$ cat config.mk
export PLATFORM = sky130hd
export DESIGN_NAME = dns_question_section_parser
export DESIGN_NICKNAME = d
export VERILOG_FILES = /design/src/rtl/dnsq_pkg.sv /design/src/rtl/dnsq_front.sv /design/src/rtl/dnsq_queue.sv /design/src/rtl/dnsq_back.sv /design/src/rtl/dns_question_section_parser.sv
export VERILOG_INCLUDE_DIRS = /design/src /design/src/rtl
export SDC_FILE = /design/constraint.sdc
export NUM_CORES = 1
export LEC_CHECK = 0
export BUFFER_PORTS_ARGS = -buffer_cell sky130_fd_sc_hd__buf_2
export CAP_MARGIN = 20
export CORE_ASPECT_RATIO = 1.4
export CORE_MARGIN = 4
export CORE_UTILIZATION = 45
export CTS_CLUSTER_DIAMETER = 100
export DETAILED_ROUTE_END_ITERATION = 16
export SLEW_MARGIN = 20
export SYNTH_ARGS = -nofsm -noshare
export SYNTH_HDL_FRONTEND = slang
export SYNTH_SLANG_ARGS = --single-unit
$ cat constraint.sdc
create_clock -name aclk -period 9.1 [get_ports aclk]
set_input_delay 0.455 -clock aclk [delete_from_list [all_inputs] [get_ports aclk]]
set_output_delay 0.455 -clock aclk [all_outputs]
set_load 0.005 [all_outputs]
$ cat src/rtl/dns_question_section_parser_macros.svh
// assertion macros for the dns question section parser
// included by the rtl files that carry concurrent checks
`ifndef DNS_QUESTION_SECTION_PARSER_MACROS_SVH
`define DNS_QUESTION_SECTION_PARSER_MACROS_SVH

// consequent checked in the same cycle
`define DNSQ_ASSERT_SAME(label, clk, rstn, ante, cons, msg) \
    label: assert property (@(posedge clk) disable iff (!rstn) (ante) |-> (cons)) \
        else $error(msg);

// consequent checked in the next cycle
`define DNSQ_ASSERT_NEXT(label, clk, rstn, ante, cons, msg) \
    label: assert property (@(posedge clk) disable iff (!rstn) (ante) |=> (cons)) \
        else $error(msg);

`endif

$ cat src/rtl/dnsq_pkg.sv
// shared types and constants for the dns question section parser
// no dependencies
package dnsq_pkg;

    localparam int MAX_LABEL_LEN_DEF = 63;
    localparam int MAX_NAME_POS_DEF  = 255;
    localparam int QUEUE_DEPTH       = 4;

    localparam logic [15:0] MSG_HEADER_LEN = 16'd12;
    localparam logic [15:0] OFFSET_MAX     = 16'hFFFF;
    localparam logic [15:0] OFFSET_LIMIT   = OFFSET_MAX - MSG_HEADER_LEN;
    localparam logic [8:0]  TAIL_LEN       = 9'd5;
    localparam logic [7:0]  DOT_CHAR       = 8'h2E;
    localparam logic [1:0]  TAIL_LAST      = 2'd3;

    typedef enum logic [1:0] {
        PH_IDLE,
        PH_NAME,
        PH_TAIL
    } dnsq_phase_t;

    typedef struct packed {
        logic [7:0]  data_byte;
        logic        section_start;
        logic [15:0] question_count;
        logic        section_end;
    } dnsq_in_t;

    typedef struct packed {
        logic [7:0]  name_char;
        logic        char_valid;
        logic        question_done;
        logic [15:0] record_type;
        logic [15:0] record_class;
        logic [8:0]  question_bytes;
        logic [15:0] name_offset;
        logic        section_done;
        logic        status;
    } dnsq_out_t;

    // input word plus front-end classification
    typedef struct packed {
        dnsq_in_t word;
        logic     len_zero;
        logic     len_over;
    } dnsq_entry_t;

    typedef struct packed {
        logic full;
        logic empty;
    } dnsq_q_status_t;

endpackage

$ cat src/rtl/dnsq_front.sv
// front end: accepts input words and classifies the byte as a label length
// depends on dnsq_pkg
module dnsq_front #(
    parameter int MAX_LABEL_LEN = dnsq_pkg::MAX_LABEL_LEN_DEF
) (
    input  logic                    s_valid,
    output logic                    s_ready,
    input  dnsq_pkg::dnsq_in_t      s_data,
    input  dnsq_pkg::dnsq_q_status_t q_status,
    output logic                    q_push,
    output dnsq_pkg::dnsq_entry_t   q_entry
);
    import dnsq_pkg::*;

    assign s_ready = !q_status.full;
    assign q_push  = s_valid && !q_status.full;

    always_comb begin
        q_entry.word     = s_data;
        q_entry.len_zero = (s_data.data_byte == 8'd0);
        q_entry.len_over = (s_data.data_byte > 8'(MAX_LABEL_LEN));
    end

endmodule

$ cat src/rtl/dnsq_queue.sv
// short queue between front end and parser back end
// depends on dnsq_pkg and the assertion macro header
`include "dns_question_section_parser_macros.svh"

module dnsq_queue (
    input  logic                     aclk,
    input  logic                     aresetn,
    input  logic                     push,
    input  dnsq_pkg::dnsq_entry_t    push_entry,
    input  logic                     pop,
    output dnsq_pkg::dnsq_entry_t    head_entry,
    output dnsq_pkg::dnsq_q_status_t status
);
    import dnsq_pkg::*;

    localparam int PTR_W = $clog2(QUEUE_DEPTH);
    localparam int CNT_W = $clog2(QUEUE_DEPTH + 1);

    dnsq_entry_t      slot_reg [QUEUE_DEPTH];
    logic [PTR_W-1:0] wr_ptr_reg, wr_ptr_next;
    logic [PTR_W-1:0] rd_ptr_reg, rd_ptr_next;
    logic [CNT_W-1:0] count_reg, count_next;

    always_comb begin
        wr_ptr_next = wr_ptr_reg;
        rd_ptr_next = rd_ptr_reg;
        count_next  = count_reg;
        if (push) begin
            wr_ptr_next = (wr_ptr_reg == PTR_W'(QUEUE_DEPTH - 1)) ? '0 : wr_ptr_reg + 1'b1;
        end
        if (pop) begin
            rd_ptr_next = (rd_ptr_reg == PTR_W'(QUEUE_DEPTH - 1)) ? '0 : rd_ptr_reg + 1'b1;
        end
        if (push && !pop) begin
            count_next = count_reg + 1'b1;
        end else if (pop && !push) begin
            count_next = count_reg - 1'b1;
        end
    end

    always_ff @(posedge aclk) begin
        if (!aresetn) begin
            wr_ptr_reg <= '0;
            rd_ptr_reg <= '0;
            count_reg  <= '0;
        end else begin
            wr_ptr_reg <= wr_ptr_next;
            rd_ptr_reg <= rd_ptr_next;
            count_reg  <= count_next;
        end
    end

    always_ff @(posedge aclk) begin
        if (push) begin
            slot_reg[wr_ptr_reg] <= push_entry;
        end
    end

    assign head_entry   = slot_reg[rd_ptr_reg];
    assign status.full  = (count_reg == CNT_W'(QUEUE_DEPTH));
    assign status.empty = (count_reg == '0);

    `DNSQ_ASSERT_SAME(a_count_bound, aclk, aresetn, 1'b1, count_reg <= CNT_W'(QUEUE_DEPTH), "queue count above depth")
    `DNSQ_ASSERT_NEXT(a_count_up, aclk, aresetn, push && !pop, count_reg == $past(count_reg) + 1'b1, "queue count did not rise on push")
    `DNSQ_ASSERT_NEXT(a_count_down, aclk, aresetn, pop && !push, count_reg == $past(count_reg) - 1'b1, "queue count did not fall on pop")

endmodule

$ cat src/rtl/dnsq_back.sv
// back end: question section parser state and output register
// depends on dnsq_pkg and the assertion macro header
`include "dns_question_section_parser_macros.svh"

module dnsq_back #(
    parameter int MAX_NAME_POS = dnsq_pkg::MAX_NAME_POS_DEF
) (
    input  logic                     aclk,
    input  logic                     aresetn,
    input  dnsq_pkg::dnsq_entry_t    head_entry,
    input  dnsq_pkg::dnsq_q_status_t q_status,
    output logic                     q_pop,
    output logic                     m_valid,
    input  logic                     m_ready,
    output dnsq_pkg::dnsq_out_t      m_data
);
    import dnsq_pkg::*;

    dnsq_phase_t phase_reg, phase_next;
    logic [5:0]  label_left_reg, label_left_next;
    logic [8:0]  name_pos_reg, name_pos_next;
    logic [1:0]  tail_idx_reg, tail_idx_next;
    logic [23:0] shift_reg, shift_next;
    logic [15:0] q_left_reg, q_left_next;
    logic [15:0] sec_off_reg, sec_off_next;
    logic [15:0] q_start_reg, q_start_next;
    logic        first_reg, first_next;
    logic        m_valid_reg;
    dnsq_out_t   m_data_reg, result;

    assign q_pop = !q_status.empty && (!m_valid_reg || m_ready);

    always_comb begin
        logic [7:0] b;
        logic       active;
        logic       bad;
        logic       done;

        b             = head_entry.word.data_byte;
        phase_next    = phase_reg;
        label_left_next = label_left_reg;
        name_pos_next = name_pos_reg;
        tail_idx_next = tail_idx_reg;
        shift_next    = shift_reg;
        q_left_next   = q_left_reg;
        sec_off_next  = sec_off_reg;
        q_start_next  = q_start_reg;
        first_next    = first_reg;
        result        = '0;
        bad           = 1'b0;
        done          = 1'b0;

        // section start restarts everything on this word
        if (head_entry.word.section_start) begin
            q_left_next     = head_entry.word.question_count;
            sec_off_next    = '0;
            q_start_next    = '0;
            phase_next      = PH_NAME;
            first_next      = 1'b1;
            label_left_next = '0;
            name_pos_next   = '0;
            tail_idx_next   = '0;
            shift_next      = '0;
        end
        active = (phase_next != PH_IDLE);

        case (phase_next)
            PH_NAME: begin
                if (label_left_next != '0) begin
                    result.name_char  = b;
                    result.char_valid = 1'b1;
                    label_left_next   = label_left_next - 1'b1;
                    name_pos_next     = name_pos_next + 1'b1;
                end else begin
                    if (first_next) begin
                        if (q_left_next == '0 || sec_off_next > OFFSET_LIMIT) begin
                            bad = 1'b1;
                        end else begin
                            q_start_next = sec_off_next;
                        end
                    end else if (name_pos_next == '0 ||
                                 (name_pos_next - 1'b1) > 9'(MAX_NAME_POS)) begin
                        bad = 1'b1;
                    end
                    if (head_entry.len_over) begin
                        bad = 1'b1;
                    end
                    if (!bad) begin
                        if (head_entry.len_zero) begin
                            phase_next    = PH_TAIL;
                            tail_idx_next = '0;
                            shift_next    = '0;
                        end else begin
                            if (!first_next) begin
                                result.name_char  = DOT_CHAR;
                                result.char_valid = 1'b1;
                            end
                            label_left_next = b[5:0];
                            name_pos_next   = name_pos_next + 1'b1;
                        end
                        first_next = 1'b0;
                    end
                end
            end
            PH_TAIL: begin
                if (tail_idx_next == TAIL_LAST) begin
                    done                  = 1'b1;
                    result.question_done  = 1'b1;
                    result.record_type    = shift_next[23:8];
                    result.record_class   = {shift_next[7:0], b};
                    result.question_bytes = name_pos_next + TAIL_LEN;
                    result.name_offset    = q_start_next + MSG_HEADER_LEN;
                    q_left_next           = q_left_next - 1'b1;
                    phase_next            = PH_NAME;
                    first_next            = 1'b1;
                    label_left_next       = '0;
                    name_pos_next         = '0;
                    tail_idx_next         = '0;
                    shift_next            = '0;
                end else begin
                    shift_next    = {shift_next[15:0], b};
                    tail_idx_next = tail_idx_next + 1'b1;
                end
            end
            default: begin
            end
        endcase

        if (active && sec_off_next != OFFSET_MAX) begin
            sec_off_next = sec_off_next + 1'b1;
        end

        if (bad) begin
            result.name_char    = '0;
            result.char_valid   = 1'b0;
            result.section_done = 1'b1;
            result.status       = 1'b1;
            phase_next          = PH_IDLE;
        end else if (active && head_entry.word.section_end) begin
            result.section_done = 1'b1;
            result.status       = !(done && q_left_next == '0);
            phase_next          = PH_IDLE;
        end
    end

    always_ff @(posedge aclk) begin
        if (!aresetn) begin
            phase_reg      <= PH_IDLE;
            label_left_reg <= '0;
            name_pos_reg   <= '0;
            tail_idx_reg   <= '0;
            shift_reg      <= '0;
            q_left_reg     <= '0;
            sec_off_reg    <= '0;
            q_start_reg    <= '0;
            first_reg      <= 1'b1;
            m_valid_reg    <= 1'b0;
        end else begin
            if (q_pop) begin
                phase_reg      <= phase_next;
                label_left_reg <= label_left_next;
                name_pos_reg   <= name_pos_next;
                tail_idx_reg   <= tail_idx_next;
                shift_reg      <= shift_next;
                q_left_reg     <= q_left_next;
                sec_off_reg    <= sec_off_next;
                q_start_reg    <= q_start_next;
                first_reg      <= first_next;
                m_valid_reg    <= 1'b1;
            end else if (m_ready) begin
                m_valid_reg    <= 1'b0;
            end
        end
    end

    always_ff @(posedge aclk) begin
        if (q_pop) begin
            m_data_reg <= result;
        end
    end

    assign m_valid = m_valid_reg;
    assign m_data  = m_data_reg;

    `DNSQ_ASSERT_SAME(a_status_with_done, aclk, aresetn, m_valid_reg && m_data_reg.status, m_data_reg.section_done, "status without section done")
    `DNSQ_ASSERT_SAME(a_question_no_char, aclk, aresetn, m_valid_reg && m_data_reg.question_done, !m_data_reg.char_valid, "question done with a name character")
    `DNSQ_ASSERT_SAME(a_tail_no_label, aclk, aresetn, phase_reg == PH_TAIL, label_left_reg == '0 && !first_reg, "tail phase with label bytes pending")

endmodule

$ cat src/rtl/dns_question_section_parser.sv
// dns question section parser top level: front end, word queue, parser back end
// depends on dnsq_pkg, dnsq_front, dnsq_queue and dnsq_back
//
// Takes one byte of a dns question section per word and returns exactly one result
// word per input word, in order. Sustained rate is one word per clock on both sides
// while m_ready is held high. With the queue empty and the output free, a taken input
// word is first written into the four-word queue and is then parsed into the output
// register. The queue lets the input keep flowing while the output is stalled, and
// s_ready drops only once the queue holds four words. Bad sections report
// section_done with status 1 and are ignored up to the next section_start word.
module dns_question_section_parser #(
    parameter int MAX_LABEL_LEN = dnsq_pkg::MAX_LABEL_LEN_DEF,
    parameter int MAX_NAME_POS  = dnsq_pkg::MAX_NAME_POS_DEF
) (
    input  logic                aclk,
    input  logic                aresetn,
    input  logic                s_valid,
    output logic                s_ready,
    input  dnsq_pkg::dnsq_in_t  s_data,
    output logic                m_valid,
    input  logic                m_ready,
    output dnsq_pkg::dnsq_out_t m_data
);
    import dnsq_pkg::*;

    dnsq_q_status_t q_status;
    dnsq_entry_t    push_entry;
    dnsq_entry_t    head_entry;
    logic           q_push;
    logic           q_pop;

    dnsq_front #(
        .MAX_LABEL_LEN (MAX_LABEL_LEN)
    ) u_front (
        .s_valid  (s_valid),
        .s_ready  (s_ready),
        .s_data   (s_data),
        .q_status (q_status),
        .q_push   (q_push),
        .q_entry  (push_entry)
    );

    dnsq_queue u_queue (
        .aclk       (aclk),
        .aresetn    (aresetn),
        .push       (q_push),
        .push_entry (push_entry),
        .pop        (q_pop),
        .head_entry (head_entry),
        .status     (q_status)
    );

    dnsq_back #(
        .MAX_NAME_POS (MAX_NAME_POS)
    ) u_back (
        .aclk       (aclk),
        .aresetn    (aresetn),
        .head_entry (head_entry),
        .q_status   (q_status),
        .q_pop      (q_pop),
        .m_valid    (m_valid),
        .m_ready    (m_ready),
        .m_data     (m_data)
    );

endmodule
### Word level (Yosys, flattened, before mapping)

Memories as Yosys holds them, arrays and structs flattened. A register that Yosys moved wholly into a read port is not among the register bits.
Index checks and enable logic that the tools add are counted.

| cells by class | value |
|---|---|
| $add $sub $neg | 12 |
| $lt $le $gt $ge | 3 |
| equal/unequal tests | 7 |
| mux-type cells | 73 |
| bitwise operators | 1 |
| reduce and logical (&&, ||, !) cells | 27 |

Operator list:

| kind | count |
|---|---|
| two-way mux 16 bit | 10 |
| two-way mux 24 bit | 5 |
| two-way mux 9 bit | 7 |
| two-way mux 58 bit | 1 |
| one-hot mux 24 bit (2 select lines) | 1 |
| two-way mux 2 bit | 17 |
| zero test 16 bit | 2 |
| two-way mux 6 bit | 5 |
| two-way mux 1 bit | 18 |
| one-hot mux 9 bit (2 select lines) | 1 |
| adder 16 x 1 -> 16 bit, second input constant | 1 |
| adder 16 x 4 -> 16 bit, second input constant | 1 |
| > comparator 16 bit, second input constant | 1 |
| inequality test 16 bit, second input constant | 1 |
| subtractor 16 x 1 -> 16 bit, second input constant | 1 |
| two-way mux 7 bit | 2 |
| one-hot mux 6 bit (2 select lines) | 1 |
| adder 9 x 1 -> 9 bit, second input constant | 1 |
| adder 9 x 3 -> 9 bit, second input constant | 1 |
| > comparator 9 x 8 -> 1 bit, second input constant | 1 |
| zero test 9 bit | 1 |
| subtractor 9 x 1 -> 9 bit, second input constant | 1 |
| == test 2 bit, second input constant | 4 |
| > comparator 8 x 6 -> 1 bit, second input constant | 1 |
| other kinds (19) | 38 |

| word-level totals | value |
|---|---|
| register bits | 169 |
| memory bits (writable) | 112 |
| input port bits | 30 |
| output and inout port bits | 71 |
| word-level logic and storage cells | 146 |
| memories | 1 |

Memory list:

| memory | depth | bits a word | read ports | clocked after Yosys merged registers in | wr ports | line | RTL |
|---|---|---|---|---|---|---|---|
| u_queue.slot_reg | 4 | 28 | 1 | 1 | 1 | dnsq_queue.sv:19 | `dnsq_entry_t slot_reg [QUEUE_DEPTH];` |

### Longest topological paths before layout

Gate-level depths: netlist (run 1).

| logic depth | value |
|---|---|
| depth in word-level cells | 14 |
| mapped depth | 19 |
| gate-level depth less buffers | 12 |

### By module

From an unflattened synthesis (run 1), not the netlist that was laid out.

| second synthesis, totals | value |
|---|---|
| cell total of the unflattened synthesis | 1105 |
| area, all modules | 13016.2 um^2 |

Modules (own cells, without submodules):

| module | instances | cells each | area each (um^2) | seq. area each (um^2) |
|---|---|---|---|---|
| dnsq_back | 1 | 884 | 8236.6 | 3933.8 |
| dnsq_queue | 1 | 190 | 4548.1 | 3543.4 |
| dnsq_front | 1 | 31 | 231.5 | 0.0 |

### Worst setup path before layout (run 1)

OpenSTA, ideal clock, no wires.

| timing path | value |
|---|---|
| kind | register to register |
| start | reg (tool-made name) |
| end | reg u_back.m_data_reg, in the netlist u_back.m_data[0] (data pin) |
| setup time | 0.268 ns |
| arrival time | 4.278 ns |
| required time | 8.832 ns |
| setup slack | 4.554 ns |
| cell stages (with the launch flop) | 19 |
| buffers on the path | 6 |
| period minus slack after synthesis | 4.546 ns |
| cells stage by stage | dfxtp_1 > buf_2 > buf_2 > buf_1 > mux2i_1 > mux2_2 > clkbuf_1 > clkbuf_1 > nand2_1 > inv_1 > ha_1 > clkbuf_1 > nand2_1 > or4b_1 > and2_1 > or3_1 > a21oi_1 > nor4b_1 > a31oi_1 |

RTL lines:

| what | line | RTL |
|---|---|---|
| end signal: assignment | dnsq_back.sv:178 | `m_data_reg <= result;` |
| end: declaration | dnsq_back.sv:29 | `dnsq_out_t m_data_reg, result;` |

==> results of run 1 <==
## logic make-up (layout without fill, tap and decap cells)
kind of cell	count (synthesis)	after routing	share of synthesized area
AOI/OAI and AO/OA	185	185	0.1038
muxes	52	52	0.07013
buffers and inverters	76	184	0.02813
DFF	283	283	0.6004
and+or+nand+nor	363	363	0.1534
adders and majority gates	16	16	0.01668
xor gates and xnor gates	39	39	0.02743
## metal layers
metal  track usage  vias up
met5             0        -
met4       0.06966        0
met3       0.02545       48
met2        0.3053      220
met1        0.2160     3884
li1              -     4004
## synthesized netlist by cell type, drive strengths merged, types with 25 or more instances
cell type	n	share of area
a22o	42	0.030
edfxtp	181	0.44
nand3	31	0.012
dfxtp	102	0.16
o21ai	29	0.012
a21oi	47	0.019
nor2	84	0.025
nor3	25	0.011
and2	38	0.019
nand2	81	0.024
mux4	27	0.049
clkbuf	32	0.0096
## worst min path at each step
stage	startpoint	to	slack [ps]	cells after the start
6_report	s_data[8]	u_queue.slot_reg[3][10]	130	1
2_1_floorplan	u_back.q_left_reg[15]	u_back.q_left_reg[15]	430	2
3_5_place_dp	u_back.q_left_reg[15]	u_back.q_left_reg[15]	450	2
4_1_cts	s_data[9]	u_queue.slot_reg[1][11]	110	1
3_3_place_gp	u_back.q_left_reg[15]	u_back.q_left_reg[15]	440	2
5_1_grt	s_data[10]	u_queue.slot_reg[3][12]	110	1
## cell type report
type,instances,area [um2],share of cell area
timing repair buffer,111,583.1,0.04115
tap,365,456.7,0.03223
inverter,21,81.33,0.005740
multi-input combinational,655,4647,0.3280
clock inverter,12,71.32,0.005034
clock buffer,40,850.8,0.06005
sequential,283,7478,0.5278
## worst max-delay path, stage by stage (launching register included)
cell	delay, ps
sky130_fd_sc_hd__dfxtp_2	310
sky130_fd_sc_hd__buf_4	460
sky130_fd_sc_hd__mux4_2	610
sky130_fd_sc_hd__or2_2	320
sky130_fd_sc_hd__inv_1	90
sky130_fd_sc_hd__ha_1	320
sky130_fd_sc_hd__nand2_1	370
sky130_fd_sc_hd__or4b_1	620
sky130_fd_sc_hd__and2_1	290
sky130_fd_sc_hd__or3_1	410
sky130_fd_sc_hd__a21oi_1	150
sky130_fd_sc_hd__nor4b_1	270
sky130_fd_sc_hd__a31oi_1	130
## power groups by stage
stage	logic, mW	clock network (mW)	registers, mW
finish	1.44	1.13	1.74
global route	1.58	1.21	1.76
CTS	1.45	1.16	1.74
detailed placement	1.45	0	1.77
global placement	1.43	0	1.77
floorplan	0.995	0	1.78
## through the flow
stage / setup WS (ps) / util / cells
floorplan: 4554 / - / 1014
global placement: 4574 / 0.4888 / 1435
detailed placement: 4485 / 0.4888 / 1435
CTS: 4457 / 0.5228 / 1487
global route: 3983 / 0.5229 / 1487
finish: 4478 / 0.5229 / 1487
## cell usage in the layout (no fill, tap or decap), drive strengths merged, types with 3 or more instances in the layout
cell type,n
and2,38
a211oi,8
or4,8
mux2,6
a31oi,12
o21bai,3
xor2,23
dfxtp,102
nand2b,3
edfxtp,181
or3,6
nor2,84
inv,21
nor2b,13
clkbuf,40
a21o,3
and3,17
buf,111
clkinv,10
mux2i,19
nand4,13
mux4,27
nor3b,5
or2,4
o21ai,29
a22o,42
nor4,18
nor4b,8
nor3,25
nand3,31
o22ai,4
ha,15
o2111ai,5
nand2,81
o211ai,4
o31ai,7
xnor2,16
a21oi,47
==> impl_metrics.prom, run 1 <==
# TYPE chip_impl_metric gauge
chip_impl_metric{name="number_of_flip_flops_in_the_largest_register",unit=""} 112
chip_impl_info{name="clockRootBuffer",value="sky130_fd_sc_hd__clkbuf_16"} 1
chip_impl_metric{name="final_period_minus_worst_setup_slack",unit="ps"} 4622
chip_impl_metric{name="hold_buffers",unit=""} 0
chip_impl_metric{name="route.vias.total",unit=""} 8156
chip_impl_info{name="worstSetupEndpoint",value="u_back.m_data[0]"} 1
chip_impl_metric{name="netlist_instances",unit=""} 1014
chip_impl_info{name="hold_path_class",value="input port to register"} 1
chip_impl_info{name="path_class",value="register to register"} 1
chip_impl_metric{name="die_width",unit="um"} 148.6
chip_impl_metric{name="worst-endpoint-arrival",unit="ps"} 4900
chip_impl_info{name="status",value="complete, no violations"} 1
chip_impl_info{name="endpoint_class_of_the_critical_path",value="register"} 1
chip_impl_metric{name="vdd_ir_drop_max",unit="V"} 0.0001775
chip_impl_metric{name="max_cap_viol_count",unit=""} 0
chip_impl_metric{name="power_density",unit="mW/mm2"} 303.6
chip_impl_metric{name="post-dp-hpwl",unit="mm"} 17.51
chip_impl_metric{name="cts.reportedPaths.clkPinSlew",unit="ps"} 60
chip_impl_metric{name="number_of_synthesized_flops_with_an_enable_pin",unit=""} 181
chip_impl_metric{name="grt_first_pass_wirelength",unit="mm"} 43.27
chip_impl_metric{name="cts-resized-gates",unit=""} 0
chip_impl_metric{name="drt-vias-per-instance",unit=""} 5.485
chip_impl_metric{name="insertion_delay",unit="ps"} 540
chip_impl_metric{name="drt_drc_violations_left",unit=""} 0
chip_impl_metric{name="synth_register_bits",unit=""} 283
chip_impl_metric{name="row_count",unit=""} 71
chip_impl_metric{name="cellInternalPower",unit="mW"} 2.804
chip_impl_metric{name="avgRoutedWirePerCell",unit="um"} 17.77
chip_impl_metric{name="drive_gt1_frac",unit=""} 0.1889
chip_impl_metric{name="finalHoldViolCount",unit=""} 0
chip_impl_metric{name="layout_worst_path_cycle_share",unit=""} 0.5079
chip_impl_metric{name="buffer_ports.inserted",unit=""} 100
chip_impl_metric{name="floorplan.initialDensity",unit=""} 0.4596
chip_impl_metric{name="path_max_fanout",unit=""} 30
chip_impl_metric{name="ys_warn_count",unit=""} 0
chip_impl_metric{name="power_frac_clock",unit=""} 0.262
chip_impl_metric{name="drt_first_pass_iters",unit=""} 5
chip_impl_metric{name="die_area",unit="mm2"} 0.03044
chip_impl_metric{name="layout-area-overhead-vs-synth",unit="%"} 13.77
chip_impl_metric{name="slew_headroom",unit=""} 0.3154
chip_impl_metric{name="maxClockFrequency",unit="GHz"} 0.2164
chip_impl_metric{name="ys_async_sr_fraction",unit=""} 0
chip_impl_metric{name="layout_net_count",unit=""} 1146
chip_impl_metric{name="first_iter_violations",unit=""} 433
chip_impl_metric{name="total_non_filler_cell_area_in_the_finished_layout",unit="mm2"} 0.01417
chip_impl_metric{name="postRouteWirelength",unit="mm"} 26.42
chip_impl_metric{name="ys_types",unit=""} 76
chip_impl_metric{name="ctsHtreeMaxLevel",unit=""} 1
chip_impl_metric{name="finalClockSkew",unit="ps"} 14.03
chip_impl_info{name="grt_setup_unrepaired",value="false"} 1
chip_impl_metric{name="worst_hold_margin",unit="ps"} 133.1
chip_impl_metric{name="clock_tree.buffer_depth",unit=""} 3
chip_impl_metric{name="ff2ff_path_depth",unit=""} 12
chip_impl_metric{name="power.sequential.fraction",unit=""} 0.404
chip_impl_info{name="route.top_layer_used",value="met4"} 1
chip_impl_metric{name="mappedNetlistArea",unit="mm2"} 0.01245
chip_impl_metric{name="cts-buffers-inserted",unit=""} 28
chip_impl_metric{name="finalWeightedCongestion",unit=""} 0.8909
chip_impl_metric{name="initial_antenna_violation_count",unit=""} 0
chip_impl_metric{name="met2_wirelength",unit="mm"} 13.45
chip_impl_metric{name="static_power_due_to_leakage",unit="nW"} 5.051
chip_impl_metric{name="combPwrFrac",unit=""} 0.334
chip_impl_metric{name="antenna_cells",unit=""} 0
chip_impl_metric{name="core_area",unit="mm2"} 0.02709
chip_impl_metric{name="maximum_number_of_pins_on_one_net_before_global_route_repair",unit=""} 69
chip_impl_metric{name="cts.repair_timing.setup_buffer_count",unit=""} 0
chip_impl_metric{name="timing_max_transition_violations_final",unit=""} 0
chip_impl_metric{name="synth_seq_area_share",unit=""} 0.6004
chip_impl_info{name="worst_r2r_endpoint",value="u_back.m_data[0]"} 1
chip_impl_metric{name="post_dp_cell_area",unit="mm2"} 0.01324
chip_impl_metric{name="number_of_global_route_vias_before_repair",unit=""} 8240
chip_impl_metric{name="power.net_switching",unit="mW"} 1.497
chip_impl_metric{name="globalRouteOverflowTotal",unit=""} 0
chip_impl_metric{name="fillcell_total",unit=""} 2392
chip_impl_metric{name="syn_nets",unit=""} 1060
chip_impl_metric{name="worst-endpoint-required",unit="ps"} 9370
chip_impl_metric{name="antenna_left",unit=""} 0
chip_impl_metric{name="die-height",unit="um"} 204.8
chip_impl_metric{name="met3_length",unit="mm"} 1.291
chip_impl_metric{name="routedLengthMet1",unit="mm"} 10.93
chip_impl_metric{name="design.portCount",unit=""} 101
chip_impl_metric{name="worst-slew-pin-transition",unit="ps"} 1019
chip_impl_metric{name="groute.usage.overall",unit=""} 0.1742
chip_impl_info{name="worst_setup_path_start_kind",value="register"} 1
chip_impl_metric{name="postSynthAreaPerCell",unit="um2"} 12.28
chip_impl_metric{name="setup_viol",unit=""} 0
chip_impl_info{name="synth_top_flop_cell",value="sky130_fd_sc_hd__edfxtp_1"} 1
chip_impl_info{name="cts_tree",value="done"} 1
chip_impl_metric{name="totalNegativeSetupSlack",unit="ps"} 0
chip_impl_metric{name="p_sw_frac",unit=""} 0.3480
chip_impl_metric{name="power.total",unit="mW"} 4.301
chip_impl_metric{name="cts.sink_count",unit=""} 283
chip_impl_metric{name="rrSetupSlack",unit="ps"} 4480
No activity file was read; power rests on OpenSTA's default activity.
==> inputs of run 2 (changes only) <==
Clock period 9.1 ns to 4.8 ns, I/O delays scaled along.
==> run 2 against run 1 <==
Sequential power is 90% higher. Via count grew 2.1%. Sequential share of layout area decreased by 0.88 points. Utilization increased by 0.89 points. Final cell count up 2.1%. Setup slack worse by 3800 ps. Sequential cell count unchanged. First-iteration DRC count up 32%. Power up 88%. Clock skew is 4.6 ps lower. Maximum frequency grew 11%. Combinational power is 90% higher. Critical endpoint unchanged. Largest power group unchanged. Highest routed layer unchanged.
==> impl_metrics.prom, run 2 (synthesis gave the netlist of run 1 again) <==
# TYPE chip_impl_metric gauge
chip_impl_metric{name="worst-endpoint-arrival",unit="ps"} 4450
chip_impl_metric{name="p_sw_frac",unit=""} 0.3476
chip_impl_metric{name="post_dp_cell_area",unit="mm2"} 0.01329
chip_impl_metric{name="post_route_insts_no_fill",unit=""} 1518
chip_impl_metric{name="use_met2",unit=""} 0.3125
chip_impl_metric{name="drt_first_pass_iters",unit=""} 5
chip_impl_info{name="worst_setup_path_start_kind",value="register"} 1
chip_impl_metric{name="insertion_delay",unit="ps"} 540
chip_impl_metric{name="die_area",unit="mm2"} 0.03044
chip_impl_metric{name="power.sequential.fraction",unit=""} 0.410
chip_impl_metric{name="postRouteWirelength",unit="mm"} 26.50
chip_impl_metric{name="placed_instances",unit=""} 1441
chip_impl_metric{name="antenna_left",unit=""} 0
chip_impl_metric{name="clock_tree.buffer_depth",unit=""} 3
chip_impl_metric{name="fillcell_total",unit=""} 2376
chip_impl_metric{name="power.total",unit="mW"} 8.080
chip_impl_metric{name="core_area",unit="mm2"} 0.02709
chip_impl_metric{name="worst_hold_margin",unit="ps"} 105.0
chip_impl_metric{name="groute.usage.overall",unit=""} 0.1743
chip_impl_metric{name="number_of_global_route_vias_before_repair",unit=""} 8349
chip_impl_metric{name="slew_headroom",unit=""} 0.4848
chip_impl_metric{name="cts.reportedPaths.clkPinSlew",unit="ps"} 60
chip_impl_metric{name="finalHoldViolCount",unit=""} 0
chip_impl_metric{name="maxClockFrequency",unit="GHz"} 0.2398
chip_impl_info{name="layout.cells.most_common",value="sky130_fd_sc_hd__edfxtp_1"} 1
chip_impl_info{name="status",value="complete, no violations"} 1
chip_impl_metric{name="buffer_ports.inserted",unit=""} 100
chip_impl_metric{name="layout_worst_path_cycle_share",unit=""} 0.8687
chip_impl_metric{name="design.portCount",unit=""} 101
chip_impl_metric{name="antenna_cells",unit=""} 0
chip_impl_info{name="hold_start",value="s_valid"} 1
chip_impl_metric{name="grt_first_pass_wirelength",unit="mm"} 43.57
chip_impl_metric{name="die_width",unit="um"} 148.6
chip_impl_metric{name="combPwrFrac",unit=""} 0.338
chip_impl_metric{name="final_period_minus_worst_setup_slack",unit="ps"} 4170
chip_impl_metric{name="die-height",unit="um"} 204.8
chip_impl_metric{name="drive_gt1_frac",unit=""} 0.1839
chip_impl_info{name="globalRoute.busiestLayer",value="met2"} 1
chip_impl_metric{name="path_max_fanout",unit=""} 13
chip_impl_metric{name="globalRouteOverflowTotal",unit=""} 0
chip_impl_metric{name="total_non_filler_cell_area_in_the_finished_layout",unit="mm2"} 0.01441
chip_impl_info{name="cts_tree",value="done"} 1
chip_impl_metric{name="drt_drc_violations_left",unit=""} 0
chip_impl_metric{name="max_cap_viol_count",unit=""} 0
chip_impl_info{name="clockRootBuffer",value="sky130_fd_sc_hd__clkbuf_16"} 1
chip_impl_metric{name="floorplan.initialDensity",unit=""} 0.4596
chip_impl_metric{name="worst-slew-pin-transition",unit="ps"} 768.2
chip_impl_metric{name="vdd_ir_drop_max",unit="V"} 0.0003739
chip_impl_metric{name="first_iter_violations",unit=""} 572
chip_impl_metric{name="cts.repair_timing.setup_buffer_count",unit=""} 0
chip_impl_metric{name="cellInternalPower",unit="mW"} 5.272
chip_impl_metric{name="post-dp-hpwl",unit="mm"} 17.70
chip_impl_info{name="hold_path_class",value="input port to register"} 1
chip_impl_metric{name="totalNegativeSetupSlack",unit="ps"} 0
chip_impl_metric{name="drt-vias-per-instance",unit=""} 5.485
chip_impl_metric{name="number_of_flip_flops_in_the_largest_register",unit=""} 112
chip_impl_metric{name="power_frac_clock",unit=""} 0.252
chip_impl_info{name="mostFrequentLayoutCells",value="sky130_fd_sc_hd__edfxtp_1, sky130_fd_sc_hd__dfxtp_1, sky130_fd_sc_hd__buf_2"} 1
chip_impl_metric{name="met3_usage",unit=""} 0.02146
chip_impl_metric{name="final.setup.worst_slack",unit="ps"} 630.2
chip_impl_metric{name="power.net_switching",unit="mW"} 2.809
chip_impl_metric{name="use_met1",unit=""} 0.2186
chip_impl_metric{name="worst_setup_slack_after_placement",unit="ps"} 664.7
chip_impl_metric{name="cts-resized-gates",unit=""} 0
chip_impl_metric{name="maximum_number_of_pins_on_one_net_before_global_route_repair",unit=""} 62
chip_impl_metric{name="row_count",unit=""} 71
chip_impl_info{name="endpoint_class_of_the_critical_path",value="register"} 1
chip_impl_metric{name="setup_viol",unit=""} 0
chip_impl_metric{name="initial_antenna_violation_count",unit=""} 0
chip_impl_metric{name="finalClockSkew",unit="ps"} 9.397
chip_impl_metric{name="layout_net_count",unit=""} 1178
chip_impl_metric{name="route.vias.total",unit=""} 8326
chip_impl_metric{name="timing_max_transition_violations_final",unit=""} 0
chip_impl_metric{name="finish.utilization",unit=""} 0.5318
chip_impl_metric{name="layout-area-overhead-vs-synth",unit="%"} 15.71
chip_impl_info{name="grt_setup_unrepaired",value="false"} 1
chip_impl_metric{name="cts.sink_count",unit=""} 283
chip_impl_metric{name="worst-endpoint-required",unit="ps"} 5080
chip_impl_metric{name="finalWeightedCongestion",unit=""} 0.8572
chip_impl_metric{name="power_density",unit="mW/mm2"} 560.7
chip_impl_metric{name="ctsHtreeMaxLevel",unit=""} 1
chip_impl_metric{name="avgRoutedWirePerCell",unit="um"} 17.46
chip_impl_info{name="path_class",value="register to register"} 1
chip_impl_metric{name="static_power_due_to_leakage",unit="nW"} 5.156
chip_impl_metric{name="cts-buffers-inserted",unit=""} 27
==> run 2: cell count changes in the layout (fill, tap and decap cells not counted), sizes merged <==
cell         previous run  this run
clkbuf                 40        42
dlygate4sd3             0        27
clkinv                 10         5
bufinv                  0         1
clkinvlp                2         1
buf                   111       117
inv                    21        22
==> run 2: worst max-delay path, cell delays in order (launching register included) <==
cell and delay, ps:
sky130_fd_sc_hd__dfxtp_2 510, sky130_fd_sc_hd__mux4_2 580, sky130_fd_sc_hd__or2_2 310, sky130_fd_sc_hd__inv_1 90, sky130_fd_sc_hd__ha_1 320, sky130_fd_sc_hd__nand2_1 90, sky130_fd_sc_hd__buf_4 190, sky130_fd_sc_hd__or4b_1 530
sky130_fd_sc_hd__and2_1 320, sky130_fd_sc_hd__or3_1 420, sky130_fd_sc_hd__a21oi_1 140, sky130_fd_sc_hd__nor4b_1 280, sky130_fd_sc_hd__a31oi_1 130
==> run 2: layout make-up <==
cell class              instances  area, um2  area share
clock buffers                  42      774.5     0.05375
multi-input cells             655       4648      0.3226
inverters                      21      81.33    0.005644
flip-flops and latches        283       7478      0.5190
repair buffers                144      898.4     0.06234
well taps                     365      456.7     0.03169
clock inverters                 8      72.57    0.005036
==> run 2: power groups by stage <==
stage	clock (mW)	sequential, mW	combinational (mW)
after global placement	0	3.37	2.72
after global routing	2.19	3.37	3.02
after detailed placement	0	3.38	2.73
final	2.03	3.31	2.73
after CTS	2.10	3.32	2.75
after floorplan	0	3.38	1.89
==> run 2: per-layer routing <==
| metal | wire length (um) | share of wire | up-vias |
|---|---|---|---|
| li1 | - | - | 4060 |
| met1 | 11060 | 0.42 | 4035 |
| met2 | 13640 | 0.51 | 189 |
| met3 | 1162 | 0.044 | 42 |
| met4 | 640 | 0.024 | 0 |
| met5 | 0 | 0 | - |
==> run 2: repair_timing <==
item / 4_1_cts / 5_1_grt
endpoints found under the setup margin: 0 / 0
hold buffers: 27 / 0
endpoints found under the hold margin: 105 / 0
==> run 2: path summary, 6_finish.rpt <==
check | to | slack (ps) | cells past startpoint
setup / recovery | u_back.m_data[0] | 630 | 12
hold / removal | u_queue.wr_ptr_reg[1] | 100 | 4
setup reg to reg | u_back.m_data[0] | 630 | 12
hold reg to reg | u_back.q_left_reg[15] | 460 | 2
